**config.mk**
```make
export PLATFORM = sky130hd
export DESIGN_NAME = mbrs_queue
export DESIGN_NICKNAME = d
export VERILOG_FILES = /design/src/mbrs_pkg.sv /design/src/mbrs_queue.sv
export VERILOG_INCLUDE_DIRS = /design/src /design/src/src
export SDC_FILE = /design/constraint.sdc
export NUM_CORES = 1
export LEC_CHECK = 0
export BUFFER_PORTS_ARGS = -buffer_cell sky130_fd_sc_hd__clkbuf_2
export CORE_AREA = 2 2 90 92
export CTS_CLUSTER_DIAMETER = 50
export CTS_CLUSTER_SIZE = 12
export DETAILED_ROUTE_END_ITERATION = 6
export DIE_AREA = 0 0 92 94
export PLACE_DENSITY = 0.94
export SLEW_MARGIN = 20
export SYNTH_ARGS = -nofsm -noshare
export SYNTH_HDL_FRONTEND = slang
export SYNTH_SLANG_ARGS = --single-unit
```
**constraint.sdc**
```tcl
create_clock -name clk_i -period 5.05 [get_ports clk_i]
set_clock_uncertainty 0.05 [all_clocks]
set_input_delay 1.01 -clock clk_i [delete_from_list [all_inputs] [get_ports clk_i]]
set_output_delay 1.01 -clock clk_i [all_outputs]
set_load 0.01 [all_outputs]
```
**src/assert_macros.svh**
```systemverilog
// Assertion helpers shared by the RTL files. Both sample on the rising
// clock edge and stay quiet while reset is applied.
`ifndef ASSERT_MACROS_SVH
`define ASSERT_MACROS_SVH

// The property must hold at every clock edge outside reset.
`define ASSERT_CLK(lbl, prop, msg) \
  lbl: assert property (@(posedge clk_i) disable iff (!rst_ni) prop) \
    else $error(msg);

// The condition must never be true at a clock edge outside reset.
`define ASSERT_NEVER(lbl, cond, msg) \
  `ASSERT_CLK(lbl, !(cond), msg)

`endif

```
**src/mbrs_pkg.sv**
```systemverilog
`default_nettype none

package mbrs_pkg;

  localparam int unsigned HEAP_WORDS   = 65536;
  localparam int unsigned BITMAP_WORDS = (HEAP_WORDS + 63) / 64;
  localparam int unsigned WIDX_W       = (BITMAP_WORDS > 1) ? $clog2(BITMAP_WORDS) : 1;

  localparam int unsigned ADDR_W  = 32;
  localparam int unsigned SIZE_W  = 17;
  localparam int unsigned COUNT_W = 32;
  localparam int unsigned BIT_W   = 6;
  localparam int unsigned BMW_W   = 64;

  localparam int unsigned IN_TDATA_W  = 56;
  localparam int unsigned OUT_TDATA_W = 40;

  localparam logic [ADDR_W-1:0] HEAP_START_RESET = 32'd0;
  localparam logic [ADDR_W-1:0] HEAP_END_RESET   = 32'd65536;

  localparam int unsigned QDEPTH = 2;
  localparam int unsigned QPTR_W = (QDEPTH > 1) ? $clog2(QDEPTH) : 1;
  localparam int unsigned QCNT_W = $clog2(QDEPTH + 1);

  typedef enum logic [0:0] {
    OP_MARK  = 1'b0,
    OP_CLEAR = 1'b1
  } op_e;

  typedef enum logic [0:0] {
    CFG_HEAP_START = 1'b0,
    CFG_HEAP_END   = 1'b1
  } cfg_reg_e;

  typedef enum logic [1:0] {
    CMD_MARK,
    CMD_REJECT,
    CMD_CLEAR
  } cmd_e;

  typedef enum logic [2:0] {
    ST_SWEEP,
    ST_IDLE,
    ST_TEST,
    ST_FILL,
    ST_LAST
  } back_state_e;

  // One classified item on its way from the front to the back.
  typedef struct packed {
    cmd_e              kind;
    logic              err;
    logic [WIDX_W-1:0] first_w;
    logic [WIDX_W-1:0] last_w;
    logic [BIT_W-1:0]  first_b;
    logic [BIT_W-1:0]  last_b;
    logic [SIZE_W-1:0] size;
  } cmd_t;

  // Bits lo..hi inclusive set, lo <= hi.
  function automatic logic [BMW_W-1:0] range_mask(input logic [BIT_W-1:0] lo,
                                                  input logic [BIT_W-1:0] hi);
    return ({BMW_W{1'b1}} << lo) & ({BMW_W{1'b1}} >> (6'd63 - hi));
  endfunction

endpackage

`default_nettype wire

```
**src/mbrs_queue.sv**
```systemverilog
`default_nettype none

`include "assert_macros.svh"

module mbrs_queue (
  input  wire logic           clk_i,
  input  wire logic           rst_ni,
  input  wire logic           push_i,
  input  wire mbrs_pkg::cmd_t cmd_i,
  output logic                ready_o,
  output logic                valid_o,
  output mbrs_pkg::cmd_t      cmd_o,
  input  wire logic           pop_i
);

  mbrs_pkg::cmd_t                entry_q [mbrs_pkg::QDEPTH];
  logic [mbrs_pkg::QPTR_W-1:0]   wr_ptr_q;
  logic [mbrs_pkg::QPTR_W-1:0]   rd_ptr_q;
  logic [mbrs_pkg::QCNT_W-1:0]   cnt_q;

  assign ready_o = cnt_q != mbrs_pkg::QCNT_W'(mbrs_pkg::QDEPTH);
  assign valid_o = cnt_q != '0;
  assign cmd_o   = entry_q[rd_ptr_q];

  always_ff @(posedge clk_i or negedge rst_ni) begin
    if (!rst_ni) begin
      wr_ptr_q <= '0;
      rd_ptr_q <= '0;
      cnt_q    <= '0;
    end else begin
      if (push_i) begin
        wr_ptr_q <= (wr_ptr_q == mbrs_pkg::QPTR_W'(mbrs_pkg::QDEPTH - 1)) ?
                    '0 : wr_ptr_q + 1'b1;
      end
      if (pop_i) begin
        rd_ptr_q <= (rd_ptr_q == mbrs_pkg::QPTR_W'(mbrs_pkg::QDEPTH - 1)) ?
                    '0 : rd_ptr_q + 1'b1;
      end
      if (push_i && !pop_i) begin
        cnt_q <= cnt_q + 1'b1;
      end else if (pop_i && !push_i) begin
        cnt_q <= cnt_q - 1'b1;
      end
    end
  end

  always_ff @(posedge clk_i) begin
    if (push_i) begin
      entry_q[wr_ptr_q] <= cmd_i;
    end
  end

  `ASSERT_NEVER(a_push_when_full, push_i && !ready_o, "queue written while full")
  `ASSERT_NEVER(a_pop_when_empty, pop_i && !valid_o, "queue read while empty")

endmodule

`default_nettype wire

```
==> metrics.txt <==
status=finished clean; Power Density=542.5 nW/µm²; Core ar.=7607 µm²; fmax=328.4 MHz; # DRC=0; I/O pins=110; Resize count post-CTS=0; P_leak=0.002066 µW; Clk pwr share=0.215; share of layout cells above drive strength 1=0.6074; num rows=32; final max-slew violation count=0; relative slew slack=0.3725; Syn Inst Count=178; Crit Reg-Reg Endpoint=entry_q[0][27]; Post-CTS Repair Setup Buffers=0; worst vdd ir=0.4063 mV; vias in the first global route=1954; flops & latches, synth=108; Reg2Reg Depth=2; Worst Setup EP=cmd_o[32]; synth warn=0; P_int=1970 µW; initial core utilization=0.5512; Routability Congestion=0.6481; largest net degree at the start of global routing=54; register area=3227 µm²; Port-buffer cells=109; worst skew pair latency=350 ps; Synth Cell Area=4193 µm²; final hold violations=0; CP arrival=1990 ps; routed via count=1956; Total GRT Usage=0.1547; crit path max fanout=53; CTS H-Tree Depth=3; post-synthesis sequential area ratio=0.7687; CTS Root Cell=clkbuf_8; CTS Buf Count=9; Power, Total=2719 µW; initial DRC count=56; most frequent cells in the layout=clkbuf_2, edfxtp_1, mux2_4; synth-to-layout area growth=19.55%; Antenna Nets Post-Route=0; Gate power share=0.288; setup TNS=0 ps; net count of the finished layout=351; Die ar.=8648 µm²; Critical path origin=rd_ptr_q; clk sinks=108; hpwl dp=4560 µm; type of origin of the critical path=flop; worst setup path class=reg2out; period utilisation layout=0.6031; max-cap violation count=0; CP Capture Type=output pin; initial antenna violation count=1; CTS tree=yes; min Tclk post-route=3045 ps; Mean Syn Cell Area=23.55 µm²; DRT Wirelength=6429 µm; Die W=92 µm; WL/cell=16.03 µm; flop2flop setup slack=3140 ps; Detailed Routing Iterations Pass 1=4; Setup violations, final=0; RSZ-0062 raised after global routing=no; critical path data required time=3990 ps; Max clock buf depth=2; worst slew pin tran=941.3 ps; Reg power frac=0.497; hold buffers post-CTS=0; Post-Syn Nets=235; switching power=748.5 µW; Synth cell types=15; total gr overflow=0; Vias/cell=4.878; r2r startpoint=wr_ptr_q; Fillers=517; global-route wire length before repair=9639 µm; commonest non-fill, non-tap cell in the layout=clkbuf_2; Worst Hold Class=in2async; clock transition at the registers of the reported paths=90 ps; sw frac=0.2753; multi-input combinational cell area=863.3 µm²; die height=94 µm
-- Yosys cell counts --
| cell | number | area [µm²] |
|---|---|---|
| dfrtp_1 | 4 | 100.1 |
| xnor2_1 | 1 | 8.760 |
| nor2b_1 | 1 | 6.260 |
| mux2_2 | 3 | 33.78 |
| ha_1 | 1 | 12.51 |
| buf_12 | 5 | 100.1 |
| or2_2 | 1 | 6.260 |
| edfxtp_1 | 104 | 3123 |
| xor2_1 | 4 | 35.03 |
| inv_1 | 1 | 3.750 |
| mux2_4 | 49 | 735.7 |
| and2_1 | 1 | 6.260 |
| nor2_1 | 1 | 3.750 |
| buf_6 | 1 | 11.26 |
| nand2b_1 | 1 | 6.260 |
-- routing by layer --
metal  up-vias  part of all wire  global-route usage
met3         9             0.073             0.04976
met1       945              0.38              0.1758
met5         -                 0                   0
met4         0             0.015             0.07090
li1        926                 -                   -
met2        76              0.53              0.2678
-- worst max-delay path, cell delays in order, from the launching register on --
cell	delay, ps
dfrtp_4	1050
mux2_2	410
clkbuf_2	130
-- through the flow --
step | std cells | utilization | hold WS (ps) | setup WS, ps | cell area [µm²]
after floorplan | 178 | - | 405.5 | 1220 | 4193
after global placement | 385 | 0.6286 | 421.9 | 2397 | 4782
after detailed placement | 385 | 0.6286 | 429.6 | 2360 | 4782
after CTS | 400 | 0.6586 | 374.9 | 1979 | 5010
after global routing | 400 | 0.6586 | 371.3 | 1897 | 5010
final | 401 | 0.6589 | 393.5 | 2005 | 5012
-- worst min path at each step --
stage,slack [ps],cells past startpoint,startpoint,to
2_1_floorplan,410,1,wr_ptr_q,wr_ptr_q
3_3_place_gp,420,1,cnt_q[1],cnt_q[1]
3_5_place_dp,430,1,cnt_q[1],cnt_q[1]
4_1_cts,370,1,rst_ni,cnt_q[0]
5_1_grt,370,1,rst_ni,cnt_q[0]
6_report,390,1,rst_ni,cnt_q[0]
-- power by group through the flow --
stage                     Combinational [µW]  Sequential (µW)  Clock (µW)
after floorplan                          709             1260           0
after global placement                   774             1360           0
after detailed placement                 793             1380           0
after CTS                                796             1360         599
after global routing                     836             1380         637
final                                    782             1350         585
-- logic make-up after synthesis --
family        share of synthesized area
fa+ha+maj                      0.002984
buf+inv                         0.02745
xor+xnor                        0.01044
simple gates                   0.006867
mux                              0.1835
flops                            0.7687
-- registers in the layout, summed over array words and instances, names as in the netlist --
signal	flops
cnt_q	2
rd_ptr_q	1
wr_ptr_q	1
entry_q	104
-- cell type report --
class,instances,area share
clock buffer,9,0.02471
clock inverter,6,0.02072
inverter,1,0.0007489
tap,102,0.02546
antenna,1,0.0004993
sequential,108,0.6438
timing repair buffer,111,0.1118
multi-input combinational,63,0.1722
(Power assumes the default switching activity.)
