==> config.mk <==
export PLATFORM = sky130hd
export DESIGN_NAME = mbrs_front
export DESIGN_NICKNAME = d
export VERILOG_FILES = /design/src/assert_macros.svh /design/src/mbrs_pkg.sv /design/src/mbrs_front.sv
export SDC_FILE = /design/constraint.sdc
export NUM_CORES = 1
export LEC_CHECK = 0
export BUFFER_PORTS_ARGS = -buffer_cell sky130_fd_sc_hd__buf_4
export CORE_MARGIN = 3
export CORE_UTILIZATION = 35
export CTS_CLUSTER_SIZE = 16
export DETAILED_ROUTE_END_ITERATION = 8
export GPL_TIMING_DRIVEN = 0
export PLACE_DENSITY = 0.52
export SKIP_LAST_GASP = 1
export SLEW_MARGIN = 20
export SYNTH_ARGS = -nofsm -noshare
export SYNTH_HDL_FRONTEND = slang
export SYNTH_SLANG_ARGS = --single-unit
==> constraint.sdc <==
create_clock -name clk_i -period 9.33 [get_ports clk_i]
set_input_delay 1.866 -clock clk_i [delete_from_list [all_inputs] [get_ports clk_i]]
set_output_delay 1.866 -clock clk_i [all_outputs]
set_load 0.02 [all_outputs]
==> src/assert_macros.svh <==
// Assertion helpers shared by the RTL files. Both sample on the rising
// clock edge and stay quiet while reset is applied.
`ifndef ASSERT_MACROS_SVH
`define ASSERT_MACROS_SVH

// The property must hold at every clock edge outside reset.
`define ASSERT_CLK(lbl, prop, msg) \
  lbl: assert property (@(posedge clk_i) disable iff (!rst_ni) prop) \
    else $error(msg);

// The condition must never be true at a clock edge outside reset.
`define ASSERT_NEVER(lbl, cond, msg) \
  `ASSERT_CLK(lbl, !(cond), msg)

`endif

==> src/mbrs_pkg.sv <==
`default_nettype none

package mbrs_pkg;

  localparam int unsigned HEAP_WORDS   = 65536;
  localparam int unsigned BITMAP_WORDS = (HEAP_WORDS + 63) / 64;
  localparam int unsigned WIDX_W       = (BITMAP_WORDS > 1) ? $clog2(BITMAP_WORDS) : 1;

  localparam int unsigned ADDR_W  = 32;
  localparam int unsigned SIZE_W  = 17;
  localparam int unsigned COUNT_W = 32;
  localparam int unsigned BIT_W   = 6;
  localparam int unsigned BMW_W   = 64;

  localparam int unsigned IN_TDATA_W  = 56;
  localparam int unsigned OUT_TDATA_W = 40;

  localparam logic [ADDR_W-1:0] HEAP_START_RESET = 32'd0;
  localparam logic [ADDR_W-1:0] HEAP_END_RESET   = 32'd65536;

  localparam int unsigned QDEPTH = 2;
  localparam int unsigned QPTR_W = (QDEPTH > 1) ? $clog2(QDEPTH) : 1;
  localparam int unsigned QCNT_W = $clog2(QDEPTH + 1);

  typedef enum logic [0:0] {
    OP_MARK  = 1'b0,
    OP_CLEAR = 1'b1
  } op_e;

  typedef enum logic [0:0] {
    CFG_HEAP_START = 1'b0,
    CFG_HEAP_END   = 1'b1
  } cfg_reg_e;

  typedef enum logic [1:0] {
    CMD_MARK,
    CMD_REJECT,
    CMD_CLEAR
  } cmd_e;

  typedef enum logic [2:0] {
    ST_SWEEP,
    ST_IDLE,
    ST_TEST,
    ST_FILL,
    ST_LAST
  } back_state_e;

  // One classified item on its way from the front to the back.
  typedef struct packed {
    cmd_e              kind;
    logic              err;
    logic [WIDX_W-1:0] first_w;
    logic [WIDX_W-1:0] last_w;
    logic [BIT_W-1:0]  first_b;
    logic [BIT_W-1:0]  last_b;
    logic [SIZE_W-1:0] size;
  } cmd_t;

  // Bits lo..hi inclusive set, lo <= hi.
  function automatic logic [BMW_W-1:0] range_mask(input logic [BIT_W-1:0] lo,
                                                  input logic [BIT_W-1:0] hi);
    return ({BMW_W{1'b1}} << lo) & ({BMW_W{1'b1}} >> (6'd63 - hi));
  endfunction

endpackage

`default_nettype wire

==> src/mbrs_front.sv <==
`default_nettype none

module mbrs_front (
  input  wire logic                                clk_i,
  input  wire logic                                rst_ni,
  input  wire logic                                s_axis_tvalid_i,
  output logic                                     s_axis_tready_o,
  input  wire logic [mbrs_pkg::IN_TDATA_W-1:0]     s_axis_tdata_i,
  input  wire logic                                s_axis_tuser_i,
  input  wire logic                                cfg_we_i,
  input  wire logic                                cfg_idx_i,
  input  wire logic [mbrs_pkg::ADDR_W-1:0]         cfg_wdata_i,
  input  wire logic                                init_busy_i,
  input  wire logic                                q_ready_i,
  output logic                                     q_push_o,
  output mbrs_pkg::cmd_t                           q_cmd_o
);

  logic [mbrs_pkg::ADDR_W-1:0] heap_start_q;
  logic [mbrs_pkg::ADDR_W-1:0] heap_end_q;

  logic [mbrs_pkg::ADDR_W-1:0] in_addr;
  logic [mbrs_pkg::SIZE_W-1:0] in_size;
  logic                        in_fire;

  logic                        st_valid_q;
  mbrs_pkg::op_e               st_op_q;
  logic                        st_skip_q;
  logic                        st_past_q;
  logic [mbrs_pkg::ADDR_W-1:0] st_idx_q;
  logic [mbrs_pkg::SIZE_W-1:0] st_size_q;

  logic                        skip_d;
  logic                        past_d;
  logic [mbrs_pkg::ADDR_W-1:0] idx_d;

  logic [mbrs_pkg::ADDR_W:0]   last_idx;
  logic                        cap_err;

  always_ff @(posedge clk_i or negedge rst_ni) begin
    if (!rst_ni) begin
      heap_start_q <= mbrs_pkg::HEAP_START_RESET;
      heap_end_q   <= mbrs_pkg::HEAP_END_RESET;
    end else if (cfg_we_i) begin
      unique case (mbrs_pkg::cfg_reg_e'(cfg_idx_i))
        mbrs_pkg::CFG_HEAP_START: heap_start_q <= cfg_wdata_i;
        mbrs_pkg::CFG_HEAP_END:   heap_end_q   <= cfg_wdata_i;
      endcase
    end
  end

  assign in_addr = s_axis_tdata_i[mbrs_pkg::ADDR_W-1:0];
  assign in_size = s_axis_tdata_i[mbrs_pkg::ADDR_W +: mbrs_pkg::SIZE_W];

  assign q_push_o        = st_valid_q && q_ready_i;
  assign s_axis_tready_o = !init_busy_i && (!st_valid_q || q_ready_i);
  assign in_fire         = s_axis_tvalid_i && s_axis_tready_o;

  // First classification step: heap bounds and the end of the range.
  always_comb begin
    skip_d = (in_addr < heap_start_q) || (in_addr > heap_end_q) ||
             (in_size == '0);
    past_d = ({1'b0, in_addr} + {16'd0, in_size}) > {1'b0, heap_end_q};
    idx_d  = in_addr - heap_start_q;
  end

  always_ff @(posedge clk_i or negedge rst_ni) begin
    if (!rst_ni) begin
      st_valid_q <= 1'b0;
    end else if (in_fire) begin
      st_valid_q <= 1'b1;
    end else if (q_push_o) begin
      st_valid_q <= 1'b0;
    end
  end

  always_ff @(posedge clk_i) begin
    if (in_fire) begin
      st_op_q   <= mbrs_pkg::op_e'(s_axis_tuser_i);
      st_skip_q <= skip_d;
      st_past_q <= past_d;
      st_idx_q  <= idx_d;
      st_size_q <= in_size;
    end
  end

  // Second step: bitmap capacity and the word and bit of each range end.
  // The size is known to be nonzero wherever the last index is used.
  assign last_idx = {1'b0, st_idx_q} + {16'd0, st_size_q} - 33'd1;
  assign cap_err  = last_idx >= 33'(mbrs_pkg::HEAP_WORDS);

  always_comb begin
    q_cmd_o.kind    = mbrs_pkg::CMD_MARK;
    q_cmd_o.err     = 1'b0;
    q_cmd_o.first_w = st_idx_q[mbrs_pkg::BIT_W +: mbrs_pkg::WIDX_W];
    q_cmd_o.last_w  = last_idx[mbrs_pkg::BIT_W +: mbrs_pkg::WIDX_W];
    q_cmd_o.first_b = st_idx_q[mbrs_pkg::BIT_W-1:0];
    q_cmd_o.last_b  = last_idx[mbrs_pkg::BIT_W-1:0];
    q_cmd_o.size    = st_size_q;
    priority if (st_op_q == mbrs_pkg::OP_CLEAR) begin
      q_cmd_o.kind = mbrs_pkg::CMD_CLEAR;
    end else if (st_skip_q) begin
      q_cmd_o.kind = mbrs_pkg::CMD_REJECT;
    end else if (st_past_q || cap_err) begin
      q_cmd_o.kind = mbrs_pkg::CMD_REJECT;
      q_cmd_o.err  = 1'b1;
    end else begin
      q_cmd_o.kind = mbrs_pkg::CMD_MARK;
    end
  end

endmodule

`default_nettype wire

==> metrics.yaml <==
status: "finished, final reports clean"
syn_area_per_cell_um2: 8.84
overflow: 0
synth_ff_type: "dfrtp_1"
hold_depth: 1
period_minus_slack_ns: 6.58
die_h_um: 182
setup_tns_ns: 0
grt_pass1_wl_um: 47500
core_area_mm2: 0.0301
fmax_ghz: 0.152
drtPass1Iterations: 5
power.density_mw_per_mm2: 182
max-cap-violations: 0
critPathBufInv: 1
cts_setup_buffers: 0
synth.area.top_cells: "ha_1 (19%), dfrtp_1 (15%), edfxtp_1 (14%)"
critPathArrivalTime_ns: 6.73
min_to: "heap_end_q[18]"
synthDistinctLibCells: 82
num_antenna_cells: 0
htreeDepth: 4
die_x_um: 182
p_int_mw: 1.50
drcViolationCount: 0
antenna_found_initial: 0
cts.root.buffer_cell: "clkbuf_16"
clk_pin_slew_ns: 0.05
multi_input_area_mm2: 0.00677
first_iter_violations: 596
slowest_delay_ns: 0.41
seq_area_mm2: 0.00319
reg2reg_to: "st_skip_q"
syn_inst: 1228
yosysTopAreaCell: "ha_1"
worstMarginPinSlew_ns: 0.883
hpwlAfterDp_um: 24600
drt-total-wl_um: 29800
finalCritPeriodShare_pct: 70.5
ys_seq_elements: 117
end_kind: "flip-flop"
ir_worst_vdd_mv: 0.108
critPathKind: "input port to flip-flop"
critPathMaxFanout: 8
reg2regPathDepth: 11
ant_nets: 0
synth.top_cells.by_count: "inv_1 (176), ha_1 (161), nand2_1 (94)"
finalNetCount: 1649
p_comb_share_pct: 43.5
grt_pass1_vias: 8901
hold_path.class: "flip-flop to flip-flop"
skew_ns: 0.0175
relSlewSlack_pct: 40.3
synth_top_area_share_pct: 18.5
via_count: 9077
finalHoldViolCount: 0
synth_fp_nets: 1488
r2r-start: "heap_start_q[0]"
core.rowCount: 63
yosysWarnings: 0
area_growth_pct: 19.9
clkLatencyLatePin_ns: 0.43
swShare_pct: 36.7
critPathMostFrequentCell: "a21o_1"
pin_count: 150
r2r_slack_ns: 6.11
fill_cells: 3051
start_util_pct: 36.1
clockPowerShare_pct: 29.3
power.leakage_nw: 6.26
routedWlPerCell_um: 16.6
cts_tree: "yes"
io_buffers: 142
viasPerCell: 5.07
synth_enable_flop_cells: 52
cpLargestDelayFamily: "compound AO/OA/AOI/OAI gates"
p_switching_mw: 0.867
drv_slew: 0
cts_buffers: 17
holdBufCountCts: 0
async_reset_ff_share_pct: 55.6
path_cells: "buf_4, ha_1, fa_1, a21o_1, a21oi_1, o21ai_1, a31oi_1, o211ai_1, a221oi_2, o211ai_1, nand2_1, xnor2_1, ha_1, a21o_1, a21o_1, a21o_1, a21o_1, a21o_1, a21o_1, a221oi_1, o221a_2, o22ai_1"
grt_start_max_net_pins: 66
setup_viol_count_final: 0
track_usage_pct: 17.9
fin_util_pct: 43.3
rsz0062_at_grt: "false"
cp.depth: 22
cts-resized-gates: 0
yosysSeqAreaShare_pct: 29.4
dieArea_mm2: 0.0332
layout-drive-gt1-share_pct: 18.3
pwr-share-seq_pct: 27.3
syn_area_mm2: 0.0109
worstSetupStartpointType: "input port"
synth_most_common_cell: "inv_1"
cts_max_path_buffers: 2
cp.required_ns: 9.48
place_congestion: 0.901
worstHoldStart: "heap_end_q[18]"
critPathSlowestCell: "fa_1"
cts_num_sinks: 117
[kinds of logic after synthesis]
family,after synthesis,share of synthesized area (%)
compound gates,318,19.3
xor+xnor,72,5.81
fa+ha+maj,164,19.1
buf+inv,216,8.32
flops,117,29.4
mux,38,3.88
simple gates,303,14.3
[cells in the final DEF (no fill, tap or decap), types with 17 or more instances in the layout]
| master | netlist | layout |
|---|---|---|
| nor2_1 | 47 | 47 |
| o21ai_0 | 76 | 76 |
| xor2_1 | 26 | 26 |
| edfxtp_1 | 52 | 52 |
| o21a_1 | 17 | 17 |
| clkbuf_16 | 0 | 18 |
| dfrtp_1 | 64 | 64 |
| a21oi_1 | 79 | 79 |
| a21o_1 | 51 | 51 |
| ha_1 | 161 | 161 |
| mux2_2 | 33 | 33 |
| buf_4 | 18 | 160 |
| inv_1 | 176 | 176 |
| nand3_1 | 33 | 33 |
| nand4_1 | 21 | 21 |
| nand2_1 | 94 | 94 |
| xnor2_1 | 46 | 46 |
[how the worst max path moves through the flow]
stage               slack (ns)                from        end
floorplan                 3.13   s_axis_tdata_i[0]  st_past_q
global placement          2.35  s_axis_tdata_i[32]  st_past_q
detailed placement        2.35   s_axis_tdata_i[0]  st_past_q
CTS                       2.79   s_axis_tdata_i[0]  st_past_q
global route              2.47  s_axis_tdata_i[32]  st_past_q
finish                    2.75  s_axis_tdata_i[32]  st_past_q
[sequential cells by signal (all words and copies together) (netlist names)]
register and cells:
st_size_q 17, st_idx_q 32, heap_end_q 32, st_op_q 1, st_skip_q 1, st_valid_q 1
heap_start_q 32, st_past_q 1
[power by group through the flow]
stage | logic (mW) | registers (mW) | clock network (mW)
after CTS | 1.03 | 0.645 | 0.705
after global placement | 1.02 | 0.654 | 0
after global routing | 1.15 | 0.652 | 0.727
after detailed placement | 1.02 | 0.655 | 0
after floorplan | 0.727 | 0.649 | 0
final | 1.03 | 0.645 | 0.692
[per-stage QoR]
stage	setup WS (ns)	std cells	hold WS (ns)	power [mW]	cell area, µm²
floorplan	3.13	1228	0.464	1.38	10900
global placement	2.35	1760	0.482	1.67	12400
detailed placement	2.35	1760	0.492	1.68	12400
CTS	2.79	1792	0.505	2.38	13000
global route	2.47	1792	0.520	2.53	13000
finish	2.75	1792	0.506	2.36	13000
[routing by layer]
layer / up-vias / routed length (µm) / track usage [%]
met5: - / 0 / 0
met4: 0 / 515 / 4.69
met3: 29 / 1040 / 2.21
met2: 172 / 12800 / 27.6
met1: 4186 / 15500 / 26.4
li1: 4690 / - / -
[area by class of cell]
| type | count | area share [%] |
|---|---|---|
| tap | 390 | 3.75 |
| buffer | 40 | 1.86 |
| clock buffer | 20 | 3.52 |
| timing repair buffer | 142 | 8.19 |
| clock inverter | 12 | 1.14 |
| sequential | 117 | 24.5 |
| multi-input combinational | 895 | 52.0 |
| inverter | 176 | 5.07 |
(Power assumes the default switching activity.)
